**src/hdl/dnsp_pkg.sv**
```systemverilog
package dnsp_pkg;

    localparam int unsigned HEADER_BYTES = 12;
    localparam int unsigned QUEUE_DEPTH  = 4;
    localparam int unsigned QPTR_W       = $clog2(QUEUE_DEPTH);
    localparam int unsigned QCNT_W       = $clog2(QUEUE_DEPTH + 1);

    localparam logic [7:0]  POINTER_MARK = 8'hC0;
    localparam logic [7:0]  RCODE_MASK   = 8'h0F;
    localparam logic [15:0] ADDR_DATA_LEN = 16'h0004;

    // Configuration register indexes.
    localparam logic CFG_WANTED_TYPE  = 1'b0;
    localparam logic CFG_WANTED_CLASS = 1'b1;

    // Result item kinds.
    localparam logic KIND_RECORD = 1'b0;
    localparam logic KIND_STATUS = 1'b1;

    typedef enum logic [1:0] {
        ST_OK        = 2'd0,
        ST_SHORT     = 2'd1,
        ST_SRV_ERROR = 2'd2,
        ST_TRUNCATED = 2'd3
    } t_status;

    typedef enum logic [3:0] {
        PH_HEADER = 4'd0,
        PH_QNAME  = 4'd1,
        PH_QPTR   = 4'd2,
        PH_QFIXED = 4'd3,
        PH_RNAME  = 4'd4,
        PH_RPTR   = 4'd5,
        PH_RFIXED = 4'd6,
        PH_RDATA  = 4'd7,
        PH_DONE   = 4'd8,
        PH_FAILED = 4'd9
    } t_phase;

    // What one input byte leaves for the output side: a record, a status, or both.
    typedef struct packed {
        logic          has_rec;
        logic          has_stat;
        logic [15:0]   txn_id;
        logic [3:0]    rcode;
        logic [31:0]   address;
        logic [15:0]   record_count;
        t_status       status;
    } t_event;

endpackage

```
**src/hdl/dnsp_in_if.sv**
```systemverilog
interface dnsp_in_if;
    import dnsp_pkg::*;

    logic       valid;
    logic       ready;
    logic [7:0] data_byte;
    logic       last_byte;

    modport source (output valid, output data_byte, output last_byte, input ready);
    modport sink   (input valid, input data_byte, input last_byte, output ready);
endinterface

```
**src/hdl/dnsp_out_if.sv**
```systemverilog
interface dnsp_out_if;
    import dnsp_pkg::*;

    logic        valid;
    logic        ready;
    logic        item_kind;
    logic [15:0] txn_id;
    logic [31:0] address;
    logic [1:0]  status;
    logic [3:0]  rcode;
    logic [15:0] record_count;
    logic        last;

    modport source (output valid, output item_kind, output txn_id, output address,
                    output status, output rcode, output record_count, output last,
                    input ready);
    modport sink   (input valid, input item_kind, input txn_id, input address,
                    input status, input rcode, input record_count, input last,
                    output ready);
endinterface

```
**src/hdl/dnsp_front.sv**
```systemverilog
module dnsp_front
    import dnsp_pkg::*;
#(
    parameter int unsigned MAX_PACKET_BYTES = 65536
) (
    input  logic          i_clk,
    input  logic          i_rst_n,
    input  logic          i_cfg_we,
    input  logic          i_cfg_idx,
    input  logic [15:0]   i_cfg_data,
    dnsp_in_if.sink       i_in,
    input  logic          i_full,
    output logic          o_push,
    output t_event        o_evt
);

    localparam int unsigned POS_W = $clog2(MAX_PACKET_BYTES + 1);
    localparam logic [POS_W-1:0] POS_MAX = POS_W'(MAX_PACKET_BYTES);

    logic [15:0]      r_wanted_type,  n_wanted_type;
    logic [15:0]      r_wanted_class, n_wanted_class;

    t_phase           r_phase,   n_phase;
    logic [POS_W-1:0] r_pos,     n_pos;
    logic [3:0]       r_fcnt,    n_fcnt;
    logic [7:0]       r_label,   n_label;
    logic [15:0]      r_id,      n_id;
    logic [3:0]       r_rcode,   n_rcode;
    logic [15:0]      r_qleft,   n_qleft;
    logic [17:0]      r_rleft,   n_rleft;
    logic [15:0]      r_rtype,   n_rtype;
    logic [15:0]      r_rclass,  n_rclass;
    logic [15:0]      r_dlen,    n_dlen;
    logic [31:0]      r_addr,    n_addr;
    logic [15:0]      r_emitted, n_emitted;

    logic             accept;
    logic             hit;
    logic             name_end;
    logic [3:0]       fcnt_inc;
    logic [7:0]       b;
    t_status          stat;

    assign b       = i_in.data_byte;
    assign i_in.ready = !i_full;
    assign accept  = i_in.valid && !i_full;
    assign fcnt_inc = r_fcnt + 4'd1;

    always_comb begin
        n_wanted_type  = r_wanted_type;
        n_wanted_class = r_wanted_class;
        if (i_cfg_we) begin
            case (i_cfg_idx)
                CFG_WANTED_TYPE:  n_wanted_type  = i_cfg_data;
                CFG_WANTED_CLASS: n_wanted_class = i_cfg_data;
                default: ;
            endcase
        end
    end

    // Byte parser: one byte of the packet per accepted word.
    always_comb begin
        n_phase   = r_phase;
        n_pos     = r_pos;
        n_fcnt    = r_fcnt;
        n_label   = r_label;
        n_id      = r_id;
        n_rcode   = r_rcode;
        n_qleft   = r_qleft;
        n_rleft   = r_rleft;
        n_rtype   = r_rtype;
        n_rclass  = r_rclass;
        n_dlen    = r_dlen;
        n_addr    = r_addr;
        n_emitted = r_emitted;
        hit       = 1'b0;
        name_end  = 1'b0;
        stat      = ST_OK;

        if (accept && r_pos != POS_MAX) begin
            case (r_phase)
                PH_HEADER: begin
                    if (r_pos < POS_W'(2)) begin
                        n_id = {r_id[7:0], b};
                    end else if (r_pos == POS_W'(3)) begin
                        n_rcode = b[3:0] & RCODE_MASK[3:0];
                    end else if (r_pos == POS_W'(4)) begin
                        n_qleft = {b, 8'h00};
                    end else if (r_pos == POS_W'(5)) begin
                        n_qleft = {r_qleft[15:8], b};
                    end else if (r_pos >= POS_W'(6) && !r_pos[0]) begin
                        n_dlen = {8'h00, b};
                    end else if (r_pos >= POS_W'(7)) begin
                        n_rleft = r_rleft + {2'b00, r_dlen[7:0], b};
                    end
                    if (r_pos == POS_W'(HEADER_BYTES - 1)) begin
                        n_dlen  = '0;
                        n_label = '0;
                        if (r_rcode != 4'd0) begin
                            n_phase = PH_FAILED;
                        end else if (r_qleft != 16'd0) begin
                            n_phase = PH_QNAME;
                        end else begin
                            n_phase = (n_rleft != 18'd0) ? PH_RNAME : PH_DONE;
                        end
                    end
                end
                PH_QNAME, PH_RNAME: begin
                    if (r_label != 8'd0) begin
                        n_label = r_label - 8'd1;
                    end else if (b == 8'd0) begin
                        name_end = 1'b1;
                    end else if ((b & POINTER_MARK) == POINTER_MARK) begin
                        // A compression pointer ends the name after one more byte.
                        n_phase = (r_phase == PH_QNAME) ? PH_QPTR : PH_RPTR;
                    end else begin
                        n_label = b;
                    end
                    if (name_end) begin
                        n_phase = (r_phase == PH_QNAME) ? PH_QFIXED : PH_RFIXED;
                        n_fcnt  = '0;
                    end
                end
                PH_QPTR: begin
                    n_phase = PH_QFIXED;
                    n_fcnt  = '0;
                end
                PH_RPTR: begin
                    n_phase = PH_RFIXED;
                    n_fcnt  = '0;
                end
                PH_QFIXED: begin
                    n_fcnt = fcnt_inc;
                    if (fcnt_inc >= 4'd4) begin
                        n_qleft = r_qleft - 16'd1;
                        n_label = '0;
                        if (n_qleft != 16'd0) begin
                            n_phase = PH_QNAME;
                        end else begin
                            n_phase = (r_rleft != 18'd0) ? PH_RNAME : PH_DONE;
                        end
                    end
                end
                PH_RFIXED: begin
                    if (r_fcnt < 4'd2) begin
                        n_rtype = {r_rtype[7:0], b};
                    end else if (r_fcnt < 4'd4) begin
                        n_rclass = {r_rclass[7:0], b};
                    end else if (r_fcnt >= 4'd8) begin
                        n_dlen = {r_dlen[7:0], b};
                    end
                    n_fcnt = fcnt_inc;
                    if (fcnt_inc >= 4'd10) begin
                        n_addr = '0;
                        // The field counter holds the match flag while data bytes pass.
                        n_fcnt = {3'b000, (n_rtype == r_wanted_type) &&
                                  (n_rclass == r_wanted_class) && (n_dlen == ADDR_DATA_LEN)};
                        if (n_dlen == 16'd0) begin
                            n_rleft = r_rleft - 18'd1;
                            n_label = '0;
                            n_phase = (n_rleft != 18'd0) ? PH_RNAME : PH_DONE;
                        end else begin
                            n_phase = PH_RDATA;
                        end
                    end
                end
                PH_RDATA: begin
                    n_addr = {r_addr[23:0], b};
                    n_dlen = r_dlen - 16'd1;
                    if (n_dlen == 16'd0) begin
                        hit     = (r_fcnt != 4'd0);
                        n_rleft = r_rleft - 18'd1;
                        n_label = '0;
                        n_phase = (n_rleft != 18'd0) ? PH_RNAME : PH_DONE;
                    end
                end
                default: ;
            endcase
            if (hit && r_emitted != 16'hFFFF) begin
                n_emitted = r_emitted + 16'd1;
            end
            n_pos = r_pos + POS_W'(1);
        end

        if (n_pos < POS_W'(HEADER_BYTES)) begin
            stat = ST_SHORT;
        end else if (n_rcode != 4'd0) begin
            stat = ST_SRV_ERROR;
        end else if (n_phase != PH_DONE) begin
            stat = ST_TRUNCATED;
        end

        o_evt.has_rec        = hit;
        o_evt.has_stat       = i_in.last_byte;
        o_evt.txn_id         = n_id;
        o_evt.rcode          = n_rcode;
        o_evt.address        = n_addr;
        o_evt.record_count   = n_emitted;
        o_evt.status         = stat;
        o_push = accept && (hit || i_in.last_byte);

        if (accept && i_in.last_byte) begin
            n_phase   = PH_HEADER;
            n_pos     = '0;
            n_fcnt    = '0;
            n_label   = '0;
            n_id      = '0;
            n_rcode   = '0;
            n_qleft   = '0;
            n_rleft   = '0;
            n_rtype   = '0;
            n_rclass  = '0;
            n_dlen    = '0;
            n_addr    = '0;
            n_emitted = '0;
        end
    end

    always_ff @(posedge i_clk) begin
        if (!i_rst_n) begin
            r_wanted_type  <= 16'd1;
            r_wanted_class <= 16'd1;
            r_phase   <= PH_HEADER;
            r_pos     <= '0;
            r_fcnt    <= '0;
            r_label   <= '0;
            r_id      <= '0;
            r_rcode   <= '0;
            r_qleft   <= '0;
            r_rleft   <= '0;
            r_rtype   <= '0;
            r_rclass  <= '0;
            r_dlen    <= '0;
            r_addr    <= '0;
            r_emitted <= '0;
        end else begin
            r_wanted_type  <= n_wanted_type;
            r_wanted_class <= n_wanted_class;
            r_phase   <= n_phase;
            r_pos     <= n_pos;
            r_fcnt    <= n_fcnt;
            r_label   <= n_label;
            r_id      <= n_id;
            r_rcode   <= n_rcode;
            r_qleft   <= n_qleft;
            r_rleft   <= n_rleft;
            r_rtype   <= n_rtype;
            r_rclass  <= n_rclass;
            r_dlen    <= n_dlen;
            r_addr    <= n_addr;
            r_emitted <= n_emitted;
        end
    end

    a_pos_saturates: assert property (@(posedge i_clk) disable iff (!i_rst_n)
        r_pos <= POS_MAX) else $error("byte position passed the packet limit");

    a_clear_after_last: assert property (@(posedge i_clk) disable iff (!i_rst_n)
        accept && i_in.last_byte |=> r_pos == '0 && r_emitted == 16'd0)
        else $error("parse state not cleared after the last byte");

    a_hit_only_in_data: assert property (@(posedge i_clk) disable iff (!i_rst_n)
        hit |-> r_phase == PH_RDATA && r_dlen == 16'd1)
        else $error("record emitted outside its final data byte");

endmodule

```
**src/hdl/dnsp_queue.sv**
```systemverilog
module dnsp_queue
    import dnsp_pkg::*;
(
    input  logic   i_clk,
    input  logic   i_rst_n,
    input  logic   i_push,
    input  t_event i_evt,
    output logic   o_full,
    input  logic   i_pop,
    output logic   o_valid,
    output t_event o_evt
);

    t_event            r_mem [QUEUE_DEPTH];
    logic [QPTR_W-1:0] r_wptr, n_wptr;
    logic [QPTR_W-1:0] r_rptr, n_rptr;
    logic [QCNT_W-1:0] r_count, n_count;
    logic              do_pop;

    assign o_full  = (r_count == QCNT_W'(QUEUE_DEPTH));
    assign o_valid = (r_count != '0);
    assign o_evt   = r_mem[r_rptr];
    assign do_pop  = i_pop && o_valid;

    always_comb begin
        n_wptr  = i_push ? r_wptr + QPTR_W'(1) : r_wptr;
        n_rptr  = do_pop ? r_rptr + QPTR_W'(1) : r_rptr;
        n_count = r_count;
        if (i_push && !do_pop) begin
            n_count = r_count + QCNT_W'(1);
        end else if (!i_push && do_pop) begin
            n_count = r_count - QCNT_W'(1);
        end
    end

    always_ff @(posedge i_clk) begin
        if (i_push) begin
            r_mem[r_wptr] <= i_evt;
        end
    end

    always_ff @(posedge i_clk) begin
        if (!i_rst_n) begin
            r_wptr  <= '0;
            r_rptr  <= '0;
            r_count <= '0;
        end else begin
            r_wptr  <= n_wptr;
            r_rptr  <= n_rptr;
            r_count <= n_count;
        end
    end

    a_no_overflow: assert property (@(posedge i_clk) disable iff (!i_rst_n)
        i_push |-> !o_full) else $error("push into a full queue");

    a_count_bound: assert property (@(posedge i_clk) disable iff (!i_rst_n)
        r_count <= QCNT_W'(QUEUE_DEPTH)) else $error("queue count out of range");

    a_count_up: assert property (@(posedge i_clk) disable iff (!i_rst_n)
        i_push && !do_pop |=> r_count == $past(r_count) + QCNT_W'(1))
        else $error("queue count did not follow a push");

endmodule

```
**src/hdl/dnsp_back.sv**
```systemverilog
module dnsp_back
    import dnsp_pkg::*;
(
    input  logic      i_clk,
    input  logic      i_rst_n,
    input  logic      i_valid,
    input  t_event    i_evt,
    output logic      o_pop,
    dnsp_out_if.source o_out
);

    t_event r_evt;
    logic   r_busy,     n_busy;
    logic   r_rec_sent, n_rec_sent;
    logic   rec_word;
    logic   fire;
    logic   evt_end;

    // A record word goes out first when a byte carries both a record and a status.
    assign rec_word = r_evt.has_rec && !r_rec_sent;
    assign fire     = r_busy && o_out.ready;
    assign evt_end  = fire && (!rec_word || !r_evt.has_stat);
    assign o_pop    = i_valid && (!r_busy || evt_end);

    always_comb begin
        n_busy     = r_busy;
        n_rec_sent = r_rec_sent;
        if (o_pop) begin
            n_busy     = 1'b1;
            n_rec_sent = 1'b0;
        end else if (evt_end) begin
            n_busy = 1'b0;
        end else if (fire) begin
            n_rec_sent = 1'b1;
        end
    end

    always_comb begin
        o_out.valid          = r_busy;
        o_out.txn_id         = r_evt.txn_id;
        o_out.rcode          = r_evt.rcode;
        o_out.record_count   = r_evt.record_count;
        if (rec_word) begin
            o_out.item_kind = KIND_RECORD;
            o_out.address   = r_evt.address;
            o_out.status    = ST_OK;
            o_out.last      = !r_evt.has_stat;
        end else begin
            o_out.item_kind = KIND_STATUS;
            o_out.address   = '0;
            o_out.status    = r_evt.status;
            o_out.last      = 1'b1;
        end
    end

    always_ff @(posedge i_clk) begin
        if (o_pop) begin
            r_evt <= i_evt;
        end
    end

    always_ff @(posedge i_clk) begin
        if (!i_rst_n) begin
            r_busy     <= 1'b0;
            r_rec_sent <= 1'b0;
        end else begin
            r_busy     <= n_busy;
            r_rec_sent <= n_rec_sent;
        end
    end

    a_record_then_status: assert property (@(posedge i_clk) disable iff (!i_rst_n)
        fire && rec_word && r_evt.has_stat |=> o_out.valid && o_out.item_kind == KIND_STATUS)
        else $error("status word did not follow its record word");

    a_record_ok: assert property (@(posedge i_clk) disable iff (!i_rst_n)
        o_out.valid && o_out.item_kind == KIND_RECORD |-> o_out.status == ST_OK)
        else $error("record word with a nonzero status");

    a_status_last: assert property (@(posedge i_clk) disable iff (!i_rst_n)
        o_out.valid && o_out.item_kind == KIND_STATUS |-> o_out.last)
        else $error("status word not marked last");

endmodule

```
**src/hdl/dns_response_record_parser_top.sv**
```systemverilog
// DNS response record parser.
// Input channel i_in carries one packet byte per word (data_byte, last_byte marking the
// final byte). Output channel o_out carries result words: an address record for every
// resource record whose type and class equal the configured values and whose data is
// four bytes long, and one status word on the last byte of each packet. When the last
// byte also completes a record, the record word comes first and the status word second;
// the field last is set on the final word caused by a byte.
// The configuration port writes wanted_type (index 0) and wanted_class (index 1), both
// 1 after reset; it must be written only while no packet is in flight; the block
// does not enforce this. One byte is accepted per cycle while the queue is not full.
// The parser writes the event of a byte into a four-entry event queue, from which it is
// loaded into the output register, which a two-word byte holds until both are taken.
// When the receiver stalls, the queue fills and i_in.ready drops once it is full.
// Reset clears the parse state, the queue and the output stage; the parser returns to
// the header phase by itself after every last byte.
module dns_response_record_parser_top
    import dnsp_pkg::*;
#(
    parameter int unsigned MAX_PACKET_BYTES = 65536
) (
    input  logic        i_clk,
    input  logic        i_rst_n,
    input  logic        i_cfg_we,
    input  logic        i_cfg_idx,
    input  logic [15:0] i_cfg_data,
    dnsp_in_if.sink     i_in,
    dnsp_out_if.source  o_out
);

    logic   front_push;
    t_event front_evt;
    logic   queue_full;
    logic   queue_valid;
    t_event queue_evt;
    logic   back_pop;

    dnsp_front #(
        .MAX_PACKET_BYTES(MAX_PACKET_BYTES)
    ) u_front (
        .i_clk      (i_clk),
        .i_rst_n    (i_rst_n),
        .i_cfg_we   (i_cfg_we),
        .i_cfg_idx  (i_cfg_idx),
        .i_cfg_data (i_cfg_data),
        .i_in       (i_in),
        .i_full     (queue_full),
        .o_push     (front_push),
        .o_evt      (front_evt)
    );

    dnsp_queue u_queue (
        .i_clk   (i_clk),
        .i_rst_n (i_rst_n),
        .i_push  (front_push),
        .i_evt   (front_evt),
        .o_full  (queue_full),
        .i_pop   (back_pop),
        .o_valid (queue_valid),
        .o_evt   (queue_evt)
    );

    dnsp_back u_back (
        .i_clk   (i_clk),
        .i_rst_n (i_rst_n),
        .i_valid (queue_valid),
        .i_evt   (queue_evt),
        .o_pop   (back_pop),
        .o_out   (o_out)
    );

endmodule

```
**src/flat_wrapper.sv**
```systemverilog
// flat-port wrapper written by rule: the top's interface ports become plain ports
module dns_response_record_parser_top_flat import dnsp_pkg::*;
#(
    parameter int unsigned MAX_PACKET_BYTES = 65536
)
  (i_clk, i_rst_n, i_cfg_we, i_cfg_idx, i_cfg_data, i_in_valid, i_in_data_byte, i_in_last_byte, i_in_ready, o_out_valid, o_out_item_kind, o_out_txn_id, o_out_address, o_out_status, o_out_rcode, o_out_record_count, o_out_last, o_out_ready);
  dnsp_in_if i_in_i ();
  dnsp_out_if o_out_i ();
  input  logic i_clk;
  input  logic i_rst_n;
  input  logic i_cfg_we;
  input  logic i_cfg_idx;
  input  logic [15:0] i_cfg_data;
  input wire logic [$bits(i_in_i.valid)-1:0] i_in_valid;
  input wire logic [$bits(i_in_i.data_byte)-1:0] i_in_data_byte;
  input wire logic [$bits(i_in_i.last_byte)-1:0] i_in_last_byte;
  output wire logic [$bits(i_in_i.ready)-1:0] i_in_ready;
  output wire logic [$bits(o_out_i.valid)-1:0] o_out_valid;
  output wire logic [$bits(o_out_i.item_kind)-1:0] o_out_item_kind;
  output wire logic [$bits(o_out_i.txn_id)-1:0] o_out_txn_id;
  output wire logic [$bits(o_out_i.address)-1:0] o_out_address;
  output wire logic [$bits(o_out_i.status)-1:0] o_out_status;
  output wire logic [$bits(o_out_i.rcode)-1:0] o_out_rcode;
  output wire logic [$bits(o_out_i.record_count)-1:0] o_out_record_count;
  output wire logic [$bits(o_out_i.last)-1:0] o_out_last;
  input wire logic [$bits(o_out_i.ready)-1:0] o_out_ready;
  assign i_in_i.valid = i_in_valid;
  assign i_in_i.data_byte = i_in_data_byte;
  assign i_in_i.last_byte = i_in_last_byte;
  assign i_in_ready = i_in_i.ready;
  assign o_out_valid = o_out_i.valid;
  assign o_out_item_kind = o_out_i.item_kind;
  assign o_out_txn_id = o_out_i.txn_id;
  assign o_out_address = o_out_i.address;
  assign o_out_status = o_out_i.status;
  assign o_out_rcode = o_out_i.rcode;
  assign o_out_record_count = o_out_i.record_count;
  assign o_out_last = o_out_i.last;
  assign o_out_i.ready = o_out_ready;
  dns_response_record_parser_top #(.MAX_PACKET_BYTES(MAX_PACKET_BYTES)) u_core (.i_clk(i_clk), .i_rst_n(i_rst_n), .i_cfg_we(i_cfg_we), .i_cfg_idx(i_cfg_idx), .i_cfg_data(i_cfg_data), .i_in(i_in_i), .o_out(o_out_i));
endmodule
```
**config.mk**
```make
export PLATFORM = sky130hd
export DESIGN_NAME = dns_response_record_parser_top_flat
export DESIGN_NICKNAME = d
export VERILOG_FILES = /design/src/hdl/dnsp_pkg.sv /design/src/hdl/dnsp_in_if.sv /design/src/hdl/dnsp_out_if.sv /design/src/hdl/dnsp_front.sv /design/src/hdl/dnsp_queue.sv /design/src/hdl/dnsp_back.sv /design/src/hdl/dns_response_record_parser_top.sv /design/src/flat_wrapper.sv
export SDC_FILE = /design/constraint.sdc
export NUM_CORES = 1
export LEC_CHECK = 0
export BUFFER_PORTS_ARGS = -buffer_cell sky130_fd_sc_hd__buf_2
export CAP_MARGIN = 20
export CORE_MARGIN = 2
export CORE_UTILIZATION = 45
export CTS_BUF_LIST = sky130_fd_sc_hd__clkbuf_4 sky130_fd_sc_hd__clkbuf_8
export DETAILED_ROUTE_END_ITERATION = 8
export GPL_TIMING_DRIVEN = 0
export PLACE_DENSITY = 0.71
export SKIP_LAST_GASP = 1
export SYNTH_ARGS = -nofsm -noshare
export SYNTH_HDL_FRONTEND = slang
export SYNTH_HIERARCHICAL = 1
export SYNTH_SLANG_ARGS = --single-unit
```
**constraint.sdc**
```tcl
create_clock -name i_clk -period 7.7 [get_ports i_clk]
set_clock_uncertainty 0.15 [all_clocks]
set_input_delay 1.155 -clock i_clk [delete_from_list [all_inputs] [get_ports i_clk]]
set_output_delay 1.155 -clock i_clk [all_outputs]
set_load 0.01 [all_outputs]
```
==> out/results.tsv, run 1 <==
stage	metric	value	unit
run_status	status	finished clean	
pwr	power_after_layout	8.253	mW
critical_path	endpoint_kind	flop	
floorplanning	die-height	249.6	um
floorplanning	core	60020	um2
flow_run	cap_viol_max_count	0	
clocking	worstSkewPairLatency	710	ps
global_route	grt.total_usage	21.56	%
routing	wl_per_cell	19.97	um
clocking	clk_slew_on_worst_s_h_paths	60	ps
routing	detail_route.wirelength	67380	um
routing	drc	0	
critical_path	ff2ff_path_depth	16	
finish	multi_input_comb_area	10620	um2
floorplanning	initial_utilization	45.22	%
finish	final_cell_mix	360 x edfxtp_1, 238 x nand2_1, 226 x dfxtp_1	
routing	detailroute.wirelength.met3	4400	um
sta	tightestPinTransition	1011	ps
routing	detail_route.wirelength.met1	28760	um
clocking	tritoncts	yes	
routing	route.detailed.vias_per_inst	5.679	
critical_path	worstPathRequired	7950	ps
logic_synthesis	yosys-top-cells-area	edfxtp_1 40%, dfxtp_1 17%, mux4_2 5.8%	
logic_synthesis	distinct_cell_type_count_of_the_synthesized_netlist	113	
sta	slew_viol_final	0	
pwr	power.clock.fraction	34.6	%
logic_synthesis	syn_area	27140	um2
global_route	grt_antenna_before_repair	2	
clocking	ctsRootBufferMaster	clkbuf_8	
sta	fin_hold_ws	305.0	ps
placed_design	gp_routability_congestion	0.9245	
clocking	ctsHtreeMaxLevel	3	
logic_synthesis	synth_area_per_cell	11.80	um2
floorplanning	pin_count	105	
routing	maxUsedRoutingLayer	met4	
sta	maxSlewHeadroom	32.60	%
critical_path	path_cells	buf_2, clkbuf_1, inv_1, fa_1, nand2b_1, a21oi_1, o21ai_0, a211o_2, a2111oi_1, nand4_1, o31ai_1, nand2_1, o31a_1	
pwr	power_report.internal_total	6.025	mW
floorplanning	std_cell_rows	90	
sta	final-hold-violation-count	0	
pwr	cellPowerDensity	266.8	nW/um2
critical_path	crit_path_max_fanout	10	
pwr	power.combinational.fraction	18.7	%
global_route	grt_start_max_net_pins	52	
finish	layout.core_utilization	51.53	%
logic_synthesis	synthesis.instances	2300	
routing	drtIter0Drc	1491	
clocking	hold_buf_count_cts	0	
floorplanning	die_area	62300	um2
pwr	maximum_vdd_drop	0.1528	mV
min_path	min-delay-path-class	flop to flop	
critical_path	cp-start-kind	input port	
placed_design	hpwlAfterDp	45950	um
logic_synthesis	post-synth-top-area-fraction	39.83	%
clocking	post-cts-setup-buffers	0	
routing	met2_length	32350	um
global_route	grt_remaining_overflow	0	
global_route	grt_pass1_wl	105800	um
clocking	cts.repair.resized	0	
sta	clock.fmax	177.3	MHz
routing	detailroute.via_count	19160	
logic_synthesis	synth-edff-count	360	
logic_synthesis	synth.ff_latch_count	586	
routing	detail_route.first_pass.iterations	5	
critical_path	crit_slowest_cell	clkbuf_1	
finish	layout.area.seq	15330	um2
critical_path	cp.arrival	5890	ps
placed_design	place.port_buffers	104	
floorplanning	die_w	249.6	um
sta	min_period_over_period	73.25	%
logic_synthesis	ys.warnings.count	6	
routing	ant_nets	0	
logic_synthesis	synth_nets	2368	
logic_synthesis	synthArstFlopShare	0	%
pwr	swShare	27.00	%
logic_synthesis	post-synth-top-area-cell	edfxtp_1	
pwr	power_frac_seq	46.6	%
clocking	clk_path_buf_depth	3	
finish	layout.cells.most_common	edfxtp_1	
logic_synthesis	yosys_most_used_dff	edfxtp_1	
sta	rsz0062_at_grt	false	
finish	drive_gt1_share	19.31	%
finish	post-route-cell-area	30930	um2
finish	synthToLayoutAreaGrowth	13.95	%
critical_path	criticalPathCategory	input port to flop	
placed_design	placed_cell_area	28850	um2
global_route	grt_pass1_vias	19180	
logic_synthesis	synth.yosys.seq_area_share	56.49	%
pwr	switchingPower	2.228	mW
critical_path	cp_slowest_stage_delay	780	ps
min_path	min_delay_path_depth	2	
clocking	cts_buffer_count	94	
finish	layout.filler_cells	5163	
clocking	clkSinkCount	586	
sta	finalSetupViolations	0	
sta	finalCriticalPeriod	5640	ps
finish	finish.net_count	2578	
pwr	p_leak	11.10	nW
## worst max-delay path, delay by kind of cell
kind | cells | cell delay (ps)
AOI/OAI and AO/OA | 6 | 2560
buffers and inverters | 3 | 1160
and+or+nand+nor | 3 | 520
adders and majority gates | 1 | 490
## state kept, by name (all words and copies together) (netlist names), 17 cells and up, named ones only
name and count:
u_core/u_back/r_evt 36, u_core/u_queue/r_mem 288, u_core/u_front/r_addr 32, u_core/u_front/r_pos 17
u_core/u_front/r_rleft 18
## metrics by stage
stage | cells | TNS (ps) | worst slack, ps
4_1_cts | 3370 | 0 | 2209
5_1_grt | 3372 | 0 | 1834
6_report | 3374 | 0 | 2060
2_1_floorplan | 2300 | 0 | 1460
3_3_place_gp | 3186 | -2762 | -792.9
3_5_place_dp | 3195 | 0 | 1517
## path summary, 6_finish.rpt
kind,from,endpoint,slack [ps]
setup reg to reg,u_core/u_front/r_dlen[0]$_SDFFE_PP0P_,u_core/u_queue/r_count[2]$_SDFFE_PN0P_,2130
hold / removal,u_core/u_front/r_rclass[12]$_SDFFE_PP0P_,u_core/u_front/r_rclass[12]$_SDFFE_PP0P_,310
setup / recovery,i_in_data_byte[1],u_core/u_queue/r_mem[3][1]$_DFFE_PP_,2060
hold reg to reg,u_core/u_front/r_rclass[12]$_SDFFE_PP0P_,u_core/u_front/r_rclass[12]$_SDFFE_PP0P_,310
## layout make-up
cell class	instances	area share, %
inverter	41	0.4976
timing repair buffer	114	2.338
sequential	586	49.58
tap	782	3.163
buffer	182	3.394
clock inverter	35	1.076
antenna	3	0.02427
multi-input combinational	1491	34.34
clock buffer	140	5.583
## power by group through the flow
stage | clock [mW] | sequential (mW) | combinational [mW]
5_1_grt | 3.05 | 3.88 | 1.68
6_report | 2.86 | 3.85 | 1.55
3_5_place_dp | 0 | 3.92 | 1.57
2_1_floorplan | 0 | 3.89 | 1.02
4_1_cts | 2.92 | 3.85 | 1.57
3_3_place_gp | 0 | 3.96 | 1.49
## per-layer routing
metal	global-route usage, %	up-vias
li1	-	8930
met1	28.16	9417
met2	35.63	679
met3	4.526	134
met4	7.676	0
met5	0	-
## kinds of logic after synthesis
logic type	synth area share (%)
buffers and inverters	4.434
xor gates and xnor gates	3.130
adders and majority gates	1.798
muxes	8.329
and+or+nand+nor	14.82
AOI/OAI and AO/OA	11.00
DFF	56.49
## synth_stat cells (all sizes together), types with 9 or more instances
master / n
a21boi: 37
o21a: 11
edfxtp: 360
mux2: 17
clkbuf: 106
a211oi: 18
nand2b: 14
mux4: 72
mux2i: 44
or3: 19
nand4: 22
a21o: 12
ha: 35
nand2: 238
o21ai: 82
a21oi: 120
nor2: 159
nor3: 47
a22o: 33
buf: 76
nor3b: 9
xnor2: 46
nand3: 53
a31oi: 13
o31ai: 16
a22oi: 13
and2: 115
nor4: 31
and3: 15
or4: 13
inv: 40
o221ai: 9
nor2b: 14
dfxtp: 226
xor2: 51
Note: power is estimated with default switching activity, not from simulation.
==> run 2, diff against run 1 <==
--- a/config.mk
+++ b/config.mk
@@ -12,7 +12,7 @@
 export CTS_BUF_LIST = sky130_fd_sc_hd__clkbuf_4 sky130_fd_sc_hd__clkbuf_8
 export DETAILED_ROUTE_END_ITERATION = 8
 export GPL_TIMING_DRIVEN = 0
-export PLACE_DENSITY = 0.71
+export PLACE_DENSITY = 0.73
 export SKIP_LAST_GASP = 1
 export SYNTH_ARGS = -nofsm -noshare
 export SYNTH_HDL_FRONTEND = slang
==> constraint.sdc (replaced) <==
create_clock -name i_clk -period 4.65 [get_ports i_clk]
set_clock_uncertainty 0.15 [all_clocks]
set_input_delay 0.6975 -clock i_clk [delete_from_list [all_inputs] [get_ports i_clk]]
set_output_delay 0.6975 -clock i_clk [all_outputs]
set_load 0.01 [all_outputs]
==> run 2 against run 1 <==
- the run now ends with negative setup slack left
- clock-buffer cell count increased by 5
- non-clock buffer count unchanged
- hold slack got worse by 230 ps
- sequential share of layout area about the same
- final cell count decreased by 0.12%
- wire length about the same
- combinational power increased by 65%
- core utilization about the same
- power increased by 64%
- flip-flop and latch count unchanged
- highest routed layer unchanged
==> out/results.tsv, run 2 (synthesized netlist as in run 1, its figures left out) <==
stage	metric	value	unit	change
floorplanning	die_area	62300	um2	unchanged
critical_path	startpoint	u_core/u_front/r_dlen[0]$_SDFFE_PP0P_		
placed_design	place.port_buffers	104		unchanged
critical_path	path_cells	clkbuf_2, inv_1, ha_1, buf_2, or4b_1, xnor2_1, or3_1, a221oi_4, a31oi_2, a21oi_2, a21boi_1, buf_2, nor2_1, a211oi_1		
floorplanning	initial_utilization	45.22	%	unchanged
critical_path	worstReg2RegEnd	u_core/u_front/r_rleft[3]$_SDFFE_PP0P_		
finish	layout.filler_cells	5137		-0.50%
global_route	grt_pass1_vias	19020		-0.79%
finish	final_cell_mix	360 x edfxtp_1, 237 x nand2_1, 226 x dfxtp_1		
placed_design	hpwlAfterDp	46150	um	+0.45%
placed_design	cell_count_after_placement	3194		-0.031%
global_route	grt.total_usage	21.31	%	-0.25 points
placed_design	gp_routability_congestion	0.9213		-0.35%
run_status	violated_checks	negative setup slack		
finish	synthToLayoutAreaGrowth	13.93	%	about the same
sta	tightestPinTransition	1098	ps	+87.18 ps
routing	detail_route.wirelength	67330	um	about the same
sta	finalCriticalPeriod	4679	ps	
clocking	clk_path_buf_depth	3		unchanged
finish	drive_gt1_share	19.59	%	+0.28 points
clocking	ctsRootBufferMaster	clkbuf_8		
pwr	power_after_layout	13.54	mW	+64%
routing	detail_route.first_pass.iterations	5		unchanged
clocking	hold_buf_count_cts	0		unchanged
finish	num_antenna_cells	0		-3
floorplanning	pin_count	105		unchanged
flow_run	cap_viol_max_count	0		unchanged
routing	wl_per_cell	19.98	um	about the same
critical_path	ff2ff_path_depth	14		-2
critical_path	critical_path_cell_count	14		+1
sta	min_period_over_period	100.6	%	
sta	rsz0062_at_grt	true		
clocking	tritoncts	yes		
clocking	worstSkewPairLatency	700	ps	about the same
global_route	grt_remaining_overflow	0		unchanged
run_status	status	complete, but fails checks		
finish	post-route-cell-area	30930	um2	about the same
routing	drtIter0Drc	1401		-6.0%
min_path	min-delay-path-class	input port to flop		
clocking	clkSinkCount	586		unchanged
sta	slew_viol_final	0		unchanged
clocking	ctsHtreeMaxLevel	3		unchanged
floorplanning	std_cell_rows	90		unchanged
critical_path	worst-r2r-setup-slack	-30	ps	-2160 ps
sta	clock.fmax	213.7	MHz	
critical_path	regToRegStartpoint	u_core/u_front/r_dlen[0]$_SDFFE_PP0P_		
clocking	cts_buffer_count	92		-2.1%
pwr	p_leak	11.13	nW	+0.26%
floorplanning	die_w	249.6	um	unchanged
finish	final_cell_count_without_fillers	3370		-0.12%
critical_path	cp.arrival	5110	ps	-780 ps
pwr	maximum_vdd_drop	0.2765	mV	+81%
critical_path	endpoint_kind	flop		
global_route	grt_pass1_wl	105300	um	-0.47%
critical_path	cp_top_family	compound AO/OA/AOI/OAI gates		
critical_path	criticalPathCategory	flop to flop		
finish	layout.core_utilization	51.53	%	about the same
placed_design	placed_cell_area	28840	um2	about the same
finish	layout_top_registers	u_core/u_queue/r_mem: 288 flops, u_core/u_back/r_evt: 36 flops, u_core/u_front/r_addr: 32 flops		
critical_path	crit_path_max_fanout	10		unchanged
finish	layout.cells.most_common	edfxtp_1		
finish	largest_reg_flops	288		unchanged
sta	final-hold-violation-count	0		unchanged
floorplanning	die-height	249.6	um	unchanged
routing	drc	0		unchanged
finish	registers.top_by_ff_count	u_core/u_queue/r_mem		
sta	post-route-worst-setup-slack	-29.28	ps	-2089 ps
routing	ant_nets	0		unchanged
global_route	grt_antenna_before_repair	0		-2
critical_path	cp_slowest_stage_delay	550	ps	-230 ps
critical_path	crit_slowest_cell	or4b_1		
sta	maxSlewHeadroom	26.78	%	-5.8 points
finish	finish.net_count	2576		-0.078%
routing	route.detailed.vias_per_inst	5.768		+1.6%
critical_path	critical_path.endpoint	u_core/u_front/r_rleft[3]$_SDFFE_PP0P_		
critical_path	cp-start-kind	flop		
global_route	grt_start_max_net_pins	51		-1.9%
routing	detailroute.via_count	19440		+1.4%
critical_path	count_of_buffer_and_inverter_cells_on_the_critical_path	4		+1
sta	finalSetupViolations	2		+2
clocking	clk_slew_on_worst_s_h_paths	60	ps	about the same
placed_design	detailedPlace.worstSlack	-1006	ps	-2523 ps
pwr	cellPowerDensity	437.9	nW/um2	+64%
floorplanning	core	60020	um2	unchanged
critical_path	crit_top_cell	buf_2		
critical_path	worstPathRequired	5080	ps	-2870 ps
## run 2: cell count changes in the layout (fill, tap and decap cells not counted), sizes merged
cell and delta:
inv -2, diode -3, buf +1, clkbuf +4, clkinv -2, bufinv -2
## run 2: worst min-delay path by stage
stage / cells after the start / from / endpoint / slack, ps
2_1_floorplan: 2 / u_core/u_front/r_rclass[10]$_SDFFE_PP0P_ / u_core/u_front/r_rclass[10]$_SDFFE_PP0P_ / 290
3_3_place_gp: 2 / u_core/u_front/r_rclass[8]$_SDFFE_PP0P_ / u_core/u_front/r_rclass[8]$_SDFFE_PP0P_ / 290
3_5_place_dp: 2 / u_core/u_front/r_rtype[8]$_SDFFE_PP0P_ / u_core/u_front/r_rtype[8]$_SDFFE_PP0P_ / 300
4_1_cts: 3 / i_cfg_data[0] / u_core/u_front/r_wanted_class[0]$_SDFFE_PN1P_ / 20
5_1_grt: 3 / i_cfg_data[0] / u_core/u_front/r_wanted_type[0]$_SDFFE_PN1P_ / 70
6_report: 3 / i_cfg_data[0] / u_core/u_front/r_wanted_class[0]$_SDFFE_PN1P_ / 70
## run 2: power by group
part / internal, mW / total, mW / switching [mW] / leakage, nW
sequential: 6.18 / 6.37 / 0.199 / 5.21
clock: 2.55 / 4.61 / 2.05 / 1.08
combinational: 1.16 / 2.56 / 1.40 / 4.85
total: 9.89 / 13.5 / 3.65 / 11.1
## run 2: timing repair
action / 4_1_cts / 5_1_grt
resized for setup: 4 / 5
pin swaps: 0 / 1
endpoints found under the setup margin: 322 / 288
setup buffers: 0 / 2
## run 2: metrics by stage
| step | hold slack [ps] | TNS (ps) |
|---|---|---|
| global route | 71.06 | -2681 |
| detailed placement | 302.3 | -132750 |
| CTS | 18.67 | -1252 |
| floorplan | 285.7 | 0 |
| global placement | 294.5 | -384660 |
| finish | 71.47 | -40.03 |
## run 2: tightest hold or removal path, delay by kind of cell
kind / cells / cell delay (ps)
buf+inv: 1 / 90
simple gates: 2 / 100
## run 2: area by class of cell
type / instances / area, um2 / share of cell area, %
clock inverters: 29 / 264.0 / 0.8537
inverters: 41 / 153.9 / 0.4976
flip-flops and latches: 586 / 15330 / 49.59
plain buffers: 181 / 1047 / 3.386
repair buffers: 115 / 729.5 / 2.359
well taps: 782 / 978.4 / 3.164
clock buffers: 145 / 1758 / 5.684
multi-input cells: 1491 / 10660 / 34.47
## run 2: per-layer routing
metal / track usage [%] / up-vias / wire [um]
li1: - / 8922 / -
met4: 7.229 / 0 / 1710
met1: 27.56 / 9651 / 28160
met2: 36.08 / 721 / 33030
met5: 0 / - / 0
met3: 3.984 / 143 / 4426
